--- src/hdl/wspr_pkg.sv ---
`timescale 1ns / 1ps
package wspr_pkg;

  localparam int MAX_POINTS = 512;
  localparam int CNT_W      = $clog2(MAX_POINTS + 1);
  localparam int ADDR_W     = $clog2(MAX_POINTS);

  localparam logic [15:0] MIN_IV_RESET = 16'd10;

  typedef enum logic [2:0] {
    PH_IDLE   = 3'd0,
    PH_REC    = 3'd1,
    PH_SAVED  = 3'd2,
    PH_LOADED = 3'd3,
    PH_PLAY   = 3'd4
  } phase_t;

  typedef enum logic [2:0] {
    MD_REC_START  = 3'd0,
    MD_REC_STOP   = 3'd1,
    MD_REC_TICK   = 3'd2,
    MD_PLAY_START = 3'd3,
    MD_PLAY_STOP  = 3'd4,
    MD_PLAY_TICK  = 3'd5,
    MD_CLEAR      = 3'd6
  } mode_t;

  typedef enum logic [2:0] {
    S_IDLE = 3'd0,
    S_EXEC = 3'd1,
    S_REC2 = 3'd2,
    S_RD   = 3'd3,
    S_CHK  = 3'd4,
    S_DONE = 3'd5
  } seq_t;

  typedef enum logic {
    ALU_ADD = 1'b0,
    ALU_SUB = 1'b1
  } alu_op_t;

  typedef struct packed {
    logic [15:0] left;
    logic [15:0] right;
    logic [15:0] gap;
  } point_t;

  typedef struct packed {
    logic              en;
    logic [ADDR_W-1:0] addr;
    point_t            data;
  } store_wr_t;

endpackage

--- src/hdl/wspr_alu.sv ---
`timescale 1ns / 1ps
module wspr_alu import wspr_pkg::*; (
  input  alu_op_t     op,
  input  logic [31:0] a,
  input  logic [31:0] b,
  output logic [31:0] res
);

  always_comb begin
    unique case (op)
      ALU_ADD: res = a + b;
      ALU_SUB: res = a - b;
      default: res = a - b;
    endcase
  end

endmodule

--- config.mk ---
export PLATFORM = sky130hd
export DESIGN_NAME = wspr_alu
export DESIGN_NICKNAME = d
export VERILOG_FILES = /design/src/hdl/wspr_pkg.sv /design/src/hdl/wspr_alu.sv
export SDC_FILE = /design/constraint.sdc
export NUM_CORES = 1
export LEC_CHECK = 0
export BUFFER_PORTS_ARGS = -buffer_cell sky130_fd_sc_hd__buf_2
export CELL_PAD_IN_SITES_DETAIL_PLACEMENT = 1
export CELL_PAD_IN_SITES_GLOBAL_PLACEMENT = 2
export CORE_MARGIN = 2
export CORE_UTILIZATION = 26
export DETAILED_ROUTE_END_ITERATION = 10
export PLACE_DENSITY = 0.84
export SLEW_MARGIN = 5
export SYNTH_ARGS = -nofsm -noshare
export SYNTH_HDL_FRONTEND = slang
export SYNTH_SLANG_ARGS = --single-unit
--- constraint.sdc ---
create_clock -name vclk -period 4.4
set_input_delay 0.44 -clock vclk [all_inputs]
set_output_delay 0.44 -clock vclk [all_outputs]
set_load 0.03 [all_outputs]
==> key figures, run 1 <==
Finish
  • P&R area growth vs syn: 64.33%
  • Flip-flop and latch count: 0
  • # clk buffers: 0
  • Fillers: 1113
  • Nets: 607
  • Share of cells above drive strength 1: 0.4477
  • N_diodes: 0
  • Sequential Area: 0 um^2

Synth
  • Synthesized area: 0.002357 mm^2
  • Most frequent cell after synthesis: a21oi_1
  • YS warnings: 0
  • Syn nets: 446
  • Top cell type's share of synthesized area: 0.1699
  • Synth cell count leaders: 45 x a21oi_1, 42 x xnor2_1, 38 x nor2_1
  • Yosys cell types: 51
  • Area contributors post-synth: ha_1 17%, xnor2_1 16%, a21oi_1 9.6%, nor2_1 6.1%, xor2_1 5.6%
  • Synth area leader: ha_1
  • Post-synthesis cell count: 348
  • Sequential fraction of the synthesis area: 0
  • Mean Syn Cell Area: 6.774 um^2

Detailed routing
  • Final WL: 10160 um
  • 1st-iter DRT viols: 58
  • DRT antenna net count: 0
  • Routed wire per std cell: 16.52 um
  • Residual DRC: 0
  • Vias: 3177
  • Drt pass-1 iters: 4
  • Routed vias/inst: 5.166

Place
  • Dpl hpwl: 8285 um
  • Port bufs: 97
  • Post-place setup slack: -299.1 ps
  • RD Place Congestion: 0.9409

STA
  • Fin. Hold Viols: 0
  • Peak Freq: 219.4 MHz
  • Count of pins over their slew limit: 0
  • Final period util: 1.036
  • Worst-Margin Slew: 533.9 ps
  • RSZ-0062 raised after global routing: yes
  • Setup violators final: 9
  • Worst slew margin: 0.6440
  • Final Worst Setup Slack: -158.9 ps
  • Minimum clock period: 4559 ps
  • Hold_ws: 1341 ps

Power and ir drop
  • Pwr per Cell Area: 269.1 mW/mm^2
  • Worst IR Drop VDD: 0.0001088 V
  • Switching share of power: 0.5822
  • Leakage: 0.001756 uW
  • Clock Power Share: 0
  • Combinational power share: 1.000
  • Sequential fraction of design power: 0
  • Sw power: 606.9 uW
  • Cell internal pwr: 435.5 uW

Run status
  • Failing checks: negative setup slack
  • Run status: finished with violations

Die
  • # rows: 34
  • Placeable Area: 0.008763 mm^2
  • # IOs: 97
  • Die width: 99.22 um
  • Initial core utilization: 0.2690
  • Die height: 99.22 um
  • Full die area: 0.009844 mm^2

Worst setup path
  • Worst setup EP type: primary output
  • CP Launch Type: primary input
  • Max incr delay on CP: 540 ps
  • CP cell instances: buf_6 > or4_4 > or3_4 > nor2_4 > nand2_2 > nor3_4 > a21oi_2 > xnor2_1 > ha_1 > buf_6 > nand2_1 > o21ai_0 > a32o_2 > a21oi_4 > a21o_1 > buf_4 > a311oi_2 > buf_4
  • Kind of critical path: in2out
  • Slowest-stage cell, CP: or4_4
  • Critical Path AT: 4120 ps
  • CP max FO: 6
  • CP Data Required Time: 3960 ps

Global routing
  • GR Util All Layers: 0.1923
  • Largest net degree at the start of global routing: 26
  • Initial antenna violation count: 0
  • Vias in the first global route: 3396
  • First-pass GRT wire length: 15990 um
  • Overflow after GRT: 0

Worst hold path
  • Hold Crit Class: in2out
  • WHS Path Cells: 4
  • Hold Path Sink: res[0]
  • HP Start: b[0]

Flow run
  • Number of max-cap violations: 0
[worst max-delay path by stage]
stage / from / end / cells after the start / slack (ps)
4_1_cts: b[5] / res[25] / 18 / -130
3_3_place_gp: b[5] / res[29] / 18 / -220
6_report: b[5] / res[24] / 18 / -160
3_5_place_dp: b[5] / res[31] / 17 / -300
5_1_grt: b[5] / res[29] / 18 / -330
2_1_floorplan: b[5] / res[28] / 16 / 10
[what timing repair did]
action / 4_1_cts / 5_1_grt
pin swaps: 23 / 23
endpoints found under the setup margin: 14 / 15
hold buffers: 0 / 0
gates resized for setup: 48 / 39
setup buffers: 7 / 7
[worst max-delay path, delay by kind of cell]
kind / cells / cell delay (ps)
and+or+nand+nor: 6 / 1410
adders and majority gates: 1 / 350
xor gates and xnor gates: 1 / 150
AOI/OAI and AO/OA: 6 / 1140
buffers and inverters: 4 / 620
[per-layer routing]
metal / wire, um / vias to the layer above / global-route usage
met3: 444 / 8 / 0.01195
met2: 5479 / 69 / 0.3893
met1: 4167 / 1516 / 0.2315
met5: 0 / - / 0
met4: 69 / 0 / 0.005269
li1: - / 1584 / -
[cell families after synthesis]
group	Yosys count	synth area share
XOR/XNOR	58	0.2187
adder cells (fa/ha/maj)	33	0.1783
multiplexers	2	0.009023
AO/OA/AOI/OAI	105	0.2797
AND/OR/NAND/NOR	124	0.2718
buffers and inverters	26	0.04246
[cells in the final DEF, fill, tap and decap left out, types with 3 or more instances in the layout]
cell type	synthesis	layout
buf_2	1	81
buf_4	0	77
xnor2_1	42	39
nor2_1	38	36
a21oi_1	45	33
ha_1	32	27
nand2_1	24	23
inv_1	15	15
nor3_1	17	14
xor2_1	15	13
buf_6	0	12
o21ai_0	17	9
a21oi_2	0	8
a21o_1	7	7
nand3_1	9	7
o21ai_1	0	6
o21bai_1	6	6
a31oi_1	7	5
nor2b_1	5	5
and3_1	5	5
nand4_1	5	5
o21a_1	5	5
xnor2_2	1	4
a21oi_4	0	4
ha_2	0	4
or3_1	4	3
nor4_4	1	3
o211ai_1	3	3
[stage by stage]
stage               total power, uW  setup TNS (ps)  std cells  cell area, um^2  utilization
floorplan                     581.1               0        348             2404            -
global route                   1113           -2468        615             3874       0.4420
detailed placement            907.1           -1853        601             3423       0.3906
global placement              889.1           -1155        601             3423       0.3906
CTS                           989.0          -645.0        608             3679       0.4198
finish                         1042          -725.3        615             3874       0.4420
[power groups by stage]
stage               sequential (uW)  clock [uW]  combinational, uW
finish                            0           0               1040
floorplan                         0           0                581
CTS                               0           0                989
detailed placement                0           0                907
global placement                  0           0                889
global route                      0           0               1110
[final cells by class]
class / count / area [um^2] / area share
Timing Repair Buffer: 170 / 1119 / 0.2888
Inverter: 15 / 56.30 / 0.01453
Tap cell: 108 / 135.1 / 0.03488
Multi-Input combinational cell: 322 / 2564 / 0.6618
No activity file was read; power rests on OpenSTA's default activity.
==> run 2: changes to the inputs <==
RECOVER_POWER = 50   (was not set)
==> run 2 against run 1 <==
Against the previous run:
- the run still ends with negative setup slack left
- setup slack stayed put
- power hardly changed
- first-iteration DRC count stayed put
- sequential share of layout area stayed put
==> key figures, run 2 (synthesized netlist as in run 1, its figures left out) <==
Die
  • Placeable Area: 0.008763 mm^2 (unchanged)
  • # rows: 34 (unchanged)
  • # IOs: 97 (unchanged)
  • Full die area: 0.009844 mm^2 (unchanged)
  • Die width: 99.22 um (unchanged)
  • Initial core utilization: 0.2690 (unchanged)
  • Die height: 99.22 um (unchanged)

STA
  • Final period util: 1.036 (unchanged)
  • Final Worst Setup Slack: -158.9 ps (unchanged)
  • Count of pins over their slew limit: 0 (unchanged)
  • Setup violators final: 9 (unchanged)
  • Hold_ws: 1356 ps (+15.05 ps)
  • Peak Freq: 219.4 MHz (unchanged)
  • RSZ-0062 raised after global routing: yes
  • Minimum clock period: 4559 ps (unchanged)
  • Worst slew margin: 0.6440 (unchanged)
  • Worst-Margin Slew: 533.9 ps (unchanged)
  • Fin. Hold Viols: 0 (unchanged)

Worst setup path
  • CP max FO: 6 (unchanged)
  • Worst setup EP type: primary output
  • Origin of the worst setup path: b[5]
  • Kind of critical path: in2out
  • CP Launch Type: primary input
  • Critical Path AT: 4120 ps (about the same)
  • CP Data Required Time: 3960 ps (about the same)

Place
  • RD Place Congestion: 0.9409 (unchanged)
  • Port bufs: 97 (unchanged)
  • Dpl hpwl: 8285 um (unchanged)
  • Placed cells: 601 (unchanged)

Worst hold path
  • Hold Crit Class: in2out
  • HP Start: a[1]

Power and ir drop
  • Sequential fraction of design power: 0 (unchanged)
  • Switching share of power: 0.5824 (about the same)
  • Leakage: 0.001753 uW (-0.16%)
  • Worst IR Drop VDD: 0.0001088 V (unchanged)
  • Clock Power Share: 0 (unchanged)
  • Combinational power share: 1.000 (about the same)
  • Sw power: 606.9 uW (about the same)
  • Cell internal pwr: 435.2 uW (about the same)
  • Pwr per Cell Area: 269.1 mW/mm^2 (about the same)

Global routing
  • Vias in the first global route: 3396 (unchanged)
  • Met2 Use GR: 0.3893 (unchanged)
  • M3 GR Usage: 0.01195 (unchanged)
  • Initial antenna violation count: 0 (unchanged)
  • First-pass GRT wire length: 15990 um (unchanged)
  • Overflow after GRT: 0 (unchanged)
  • GR Util All Layers: 0.1923 (unchanged)
  • Largest net degree at the start of global routing: 26 (unchanged)
  • Most used routing layer: met2
  • GR Util met1: 0.2315 (unchanged)

Detailed routing
  • DRT antenna net count: 0 (unchanged)
  • Routed wire per std cell: 16.52 um (about the same)
  • Routed vias/inst: 5.166 (unchanged)
  • Final WL: 10160 um (about the same)
  • Drt pass-1 iters: 4 (unchanged)
  • Residual DRC: 0 (unchanged)
  • Vias: 3177 (unchanged)
  • 1st-iter DRT viols: 58 (unchanged)

Flow run
  • Number of max-cap violations: 0 (unchanged)

Finish
  • Flip-flop and latch count: 0 (unchanged)
  • Sequential Area: 0 um^2 (unchanged)
  • Share of cells above drive strength 1: 0.4458 (-0.001972)
  • Nets: 607 (unchanged)
  • Most frequent cells in the layout: 80 x buf_2, 77 x buf_4, 39 x xnor2_1
  • P&R area growth vs syn: 64.28% (about the same)
  • Commonest non-fill, non-tap cell in the layout: buf_2
  • # clk buffers: 0 (unchanged)
  • N_diodes: 0 (unchanged)
  • Finished Layout Cells: 615 (unchanged)

CTS
  • Hold buffers post-CTS: 0 (unchanged)

Run status
  • Run status: finished with violations
  • Failing checks: negative setup slack
==> run 2: path summary, 6_finish.rpt <==
kind / cells past startpoint / slack, ps / to
hold / removal: 3 / 1360 / res[1]
setup / recovery: 18 / -160 / res[24]
==> run 2: power groups by stage <==
stage          Clock, uW  Combinational [uW]  Sequential, uW
6_report               0                1040               0
2_1_floorplan          0                 581               0
3_5_place_dp           0                 907               0
3_3_place_gp           0                 889               0
5_1_grt                0                1110               0
4_1_cts                0                 989               0
==> run 2: worst max-delay path, cell delays in order <==
cell and delay (ps):
buf_6 90, or4_4 540, or3_4 430, nor2_4 110, nand2_2 80, nor3_4 190, a21oi_2 90, xnor2_1 150
ha_1 350, buf_6 150, nand2_1 60, o21ai_0 290, a32o_2 260, a21oi_4 40, a21o_1 240, buf_4 170
a311oi_2 220, buf_4 210
==> run 2: stage by stage <==
| step | setup slack (ps) | instance area [um^2] | power [uW] | util | TNS [ps] |
|---|---|---|---|---|---|
| finish | -158.9 | 3872 | 1042 | 0.4419 | -725.3 |
| global route | -325.6 | 3872 | 1113 | 0.4419 | -2468 |
| floorplan | 10.22 | 2404 | 581.1 | - | 0 |
| global placement | -217.0 | 3423 | 889.1 | 0.3906 | -1155 |
| CTS | -134.8 | 3679 | 989.0 | 0.4198 | -645.0 |
| detailed placement | -299.1 | 3423 | 907.1 | 0.3906 | -1853 |
==> run 2: timing repair <==
action | CTS | global route
setup endpoints to repair | 14 | 15
buffers inserted | 7 | 7
pin swaps | 23 | 23
resized for setup | 48 | 39
gates cloned | 0 | 0
==> run 2: cell type report <==
class	count	area [um^2]
Multi-Input combinational cell	322	2564
Timing Repair Buffer	170	1117
Tap cell	108	135.1
Fill cell	1114	4891
Inverter	15	56.30
==> run 2: layer usage <==
layer / part of all wire / wire length [um]
met5: 0 / 0
met4: 0.0068 / 69
met3: 0.044 / 442
met2: 0.54 / 5479
met1: 0.41 / 4167
==> run 3: changes to the inputs <==
==> constraint.sdc (replaced) <==
create_clock -name vclk -period 4.4
set_input_delay 0.44 -clock vclk [all_inputs]
set_output_delay 0.44 -clock vclk [all_outputs]
set_load 0.05 [all_outputs]
==> run 3 against run 2 <==
Against the previous run:
- the flow still finishes with violations (negative setup slack)
- global-route usage fell by 0.45 points
- wire length grew 8.8%
- hold slack better by 95 ps
- core utilization grew 5.3 points
- via count rose by 6.1%
- combinational power increased by 28%
- final area increased by 12%
- largest power group unchanged
==> key figures, run 3 (synthesized netlist as in run 1, its figures left out) <==
Worst setup path
  • CP Data Required Time: 3960 ps (about the same)
  • CP Launch Type: primary input
  • Critical Path AT: 4190 ps (+70 ps)
  • Kind of critical path: in2out
  • Worst setup EP type: primary output
  • CP max FO: 3 (-3)

Finish
  • Share of cells above drive strength 1: 0.5102 (+0.06444)
  • Multi-input logic area: 0.002750 mm^2 (+7.3%)
  • Nets: 639 (+5.3%)
  • Most frequent cells in the layout: 100 x buf_4, 72 x buf_2, 36 x nor2_1
  • Commonest non-fill, non-tap cell in the layout: buf_4
  • Flip-flop and latch count: 0 (unchanged)
  • N_diodes: 0 (unchanged)
  • Fillers: 1090 (-2.2%)
  • Final core utilization: 0.4946 (+0.05268)
  • Sequential Area: 0 um^2 (unchanged)
  • # clk buffers: 0 (unchanged)
  • P&R area growth vs syn: 83.86%

Run status
  • Failing checks: negative setup slack
  • Run status: finished with violations

STA
  • Hold_ws: 1451 ps (+95.09 ps)
  • Final period util: 1.052 (+0.01541)
  • Fin. Hold Viols: 0 (unchanged)
  • Peak Freq: 216.1 MHz (-1.5%)
  • Setup violators final: 15 (+6)
  • Minimum clock period: 4627 ps (+67.80 ps)
  • Final Worst Setup Slack: -226.7 ps (-67.80 ps)
  • RSZ-0062 raised after global routing: yes
  • Worst-Margin Slew: 914.2 ps (+380.2 ps)
  • Count of pins over their slew limit: 0 (unchanged)
  • Worst slew margin: 0.3826 (-0.2615)

Power and ir drop
  • Sw power: 809.7 uW (+33%)
  • Pwr per Cell Area: 306.3 mW/mm^2 (+14%)
  • Cell internal pwr: 518.0 uW (+19%)
  • Worst IR Drop VDD: 0.0001367 V (+26%)
  • Clock Power Share: 0 (unchanged)
  • Combinational power share: 1.000 (about the same)
  • Sequential fraction of design power: 0 (unchanged)
  • Leakage: 0.001979 uW (+13%)
  • Switching share of power: 0.6098 (+0.02747)

CTS
  • Hold buffers post-CTS: 0 (unchanged)

Flow run
  • Number of max-cap violations: 0 (unchanged)

Global routing
  • Vias in the first global route: 3472 (+2.2%)
  • First-pass GRT wire length: 15760 um (-1.5%)
  • GR Util All Layers: 0.1878 (-0.004498)
  • Overflow after GRT: 0 (unchanged)
  • Initial antenna violation count: 0 (unchanged)
  • Largest net degree at the start of global routing: 20 (-23%)

Die
  • # IOs: 97 (unchanged)
  • Full die area: 0.009844 mm^2 (unchanged)
  • Placeable Area: 0.008763 mm^2 (unchanged)
  • Initial core utilization: 0.2690 (unchanged)
  • Die height: 99.22 um (unchanged)
  • Die width: 99.22 um (unchanged)
  • # rows: 34 (unchanged)

Detailed routing
  • Vias: 3371 (+6.1%)
  • Residual DRC: 0 (unchanged)
  • Final WL: 11060 um (+8.8%)
  • Drt pass-1 iters: 4 (unchanged)
  • Routed vias/inst: 5.210 (+0.86%)
  • DRT antenna net count: 0 (unchanged)
  • Routed wire per std cell: 17.09 um (+3.5%)
  • 1st-iter DRT viols: 89 (+53%)

Place
  • RD Place Congestion: 0.9254 (-1.6%)
  • Port bufs: 97 (unchanged)
  • Dpl hpwl: 8200 um (-1.0%)

Worst hold path
  • Hold Crit Class: in2out
-- run 3: per-stage QoR --
stage | instances | TNS [ps] | total power, uW | setup WS (ps) | area [um^2]
2_1_floorplan | 348 | -626.5 | 759.1 | -220.6 | 2471
3_3_place_gp | 623 | -991.1 | 1091 | -209.6 | 3656
3_5_place_dp | 623 | -2435 | 1111 | -348.7 | 3656
4_1_cts | 631 | -152.2 | 1190 | -82.19 | 3905
5_1_grt | 647 | -3498 | 1403 | -348.8 | 4334
6_report | 647 | -1449 | 1328 | -226.7 | 4334
-- run 3: path summary, 6_finish.rpt --
path / slack, ps / cells after the start / to / from
min: 1450 / 5 / res[0] / a[0]
max: -230 / 17 / res[29] / b[5]
-- run 3: final cells by class --
cell class | instances | share of cell area
Multi-Input combinational cell | 322 | 0.6345
Timing Repair Buffer | 202 | 0.3213
Tap cell | 108 | 0.03118
Inverter | 15 | 0.01299
-- run 3: power by group through the flow --
| stage | Combinational [uW] | Clock (uW) | Sequential, uW |
|---|---|---|---|
| 3_3_place_gp | 1090 | 0 | 0 |
| 6_report | 1330 | 0 | 0 |
| 5_1_grt | 1400 | 0 | 0 |
| 4_1_cts | 1190 | 0 | 0 |
| 2_1_floorplan | 759 | 0 | 0 |
| 3_5_place_dp | 1110 | 0 | 0 |
-- run 3: layer usage --
layer  share of wire  track usage  routed length, um  vias up
met1            0.42       0.2311               4609     1632
met3           0.033      0.01265                370       14
met4           0.011      0.01897                126        0
li1                -            -                  -     1647
met5               0            0                  0        -
met2            0.54       0.3664               5951       78
-- run 3: critical path: stages --
cell and delay [ps]:
buf_6 90, or4_4 540, or3_4 370, nor2_4 110
nand2_2 90, nor3_4 200, buf_4 160, a21oi_2 50
xnor2_1 150, ha_1 330, nand3_2 110, or3_4 420
o21ai_4 220, a311oi_4 150, o211ai_1 420, xnor2_4 160
buf_6 180
-- run 3: repair_timing --
action | in CTS | in global routing
hold endpoints to repair | 0 | 0
resized for setup | 53 | 72
pin swaps | 14 | 35
setup buffers | 8 | 20
setup endpoints to repair | 15 | 16
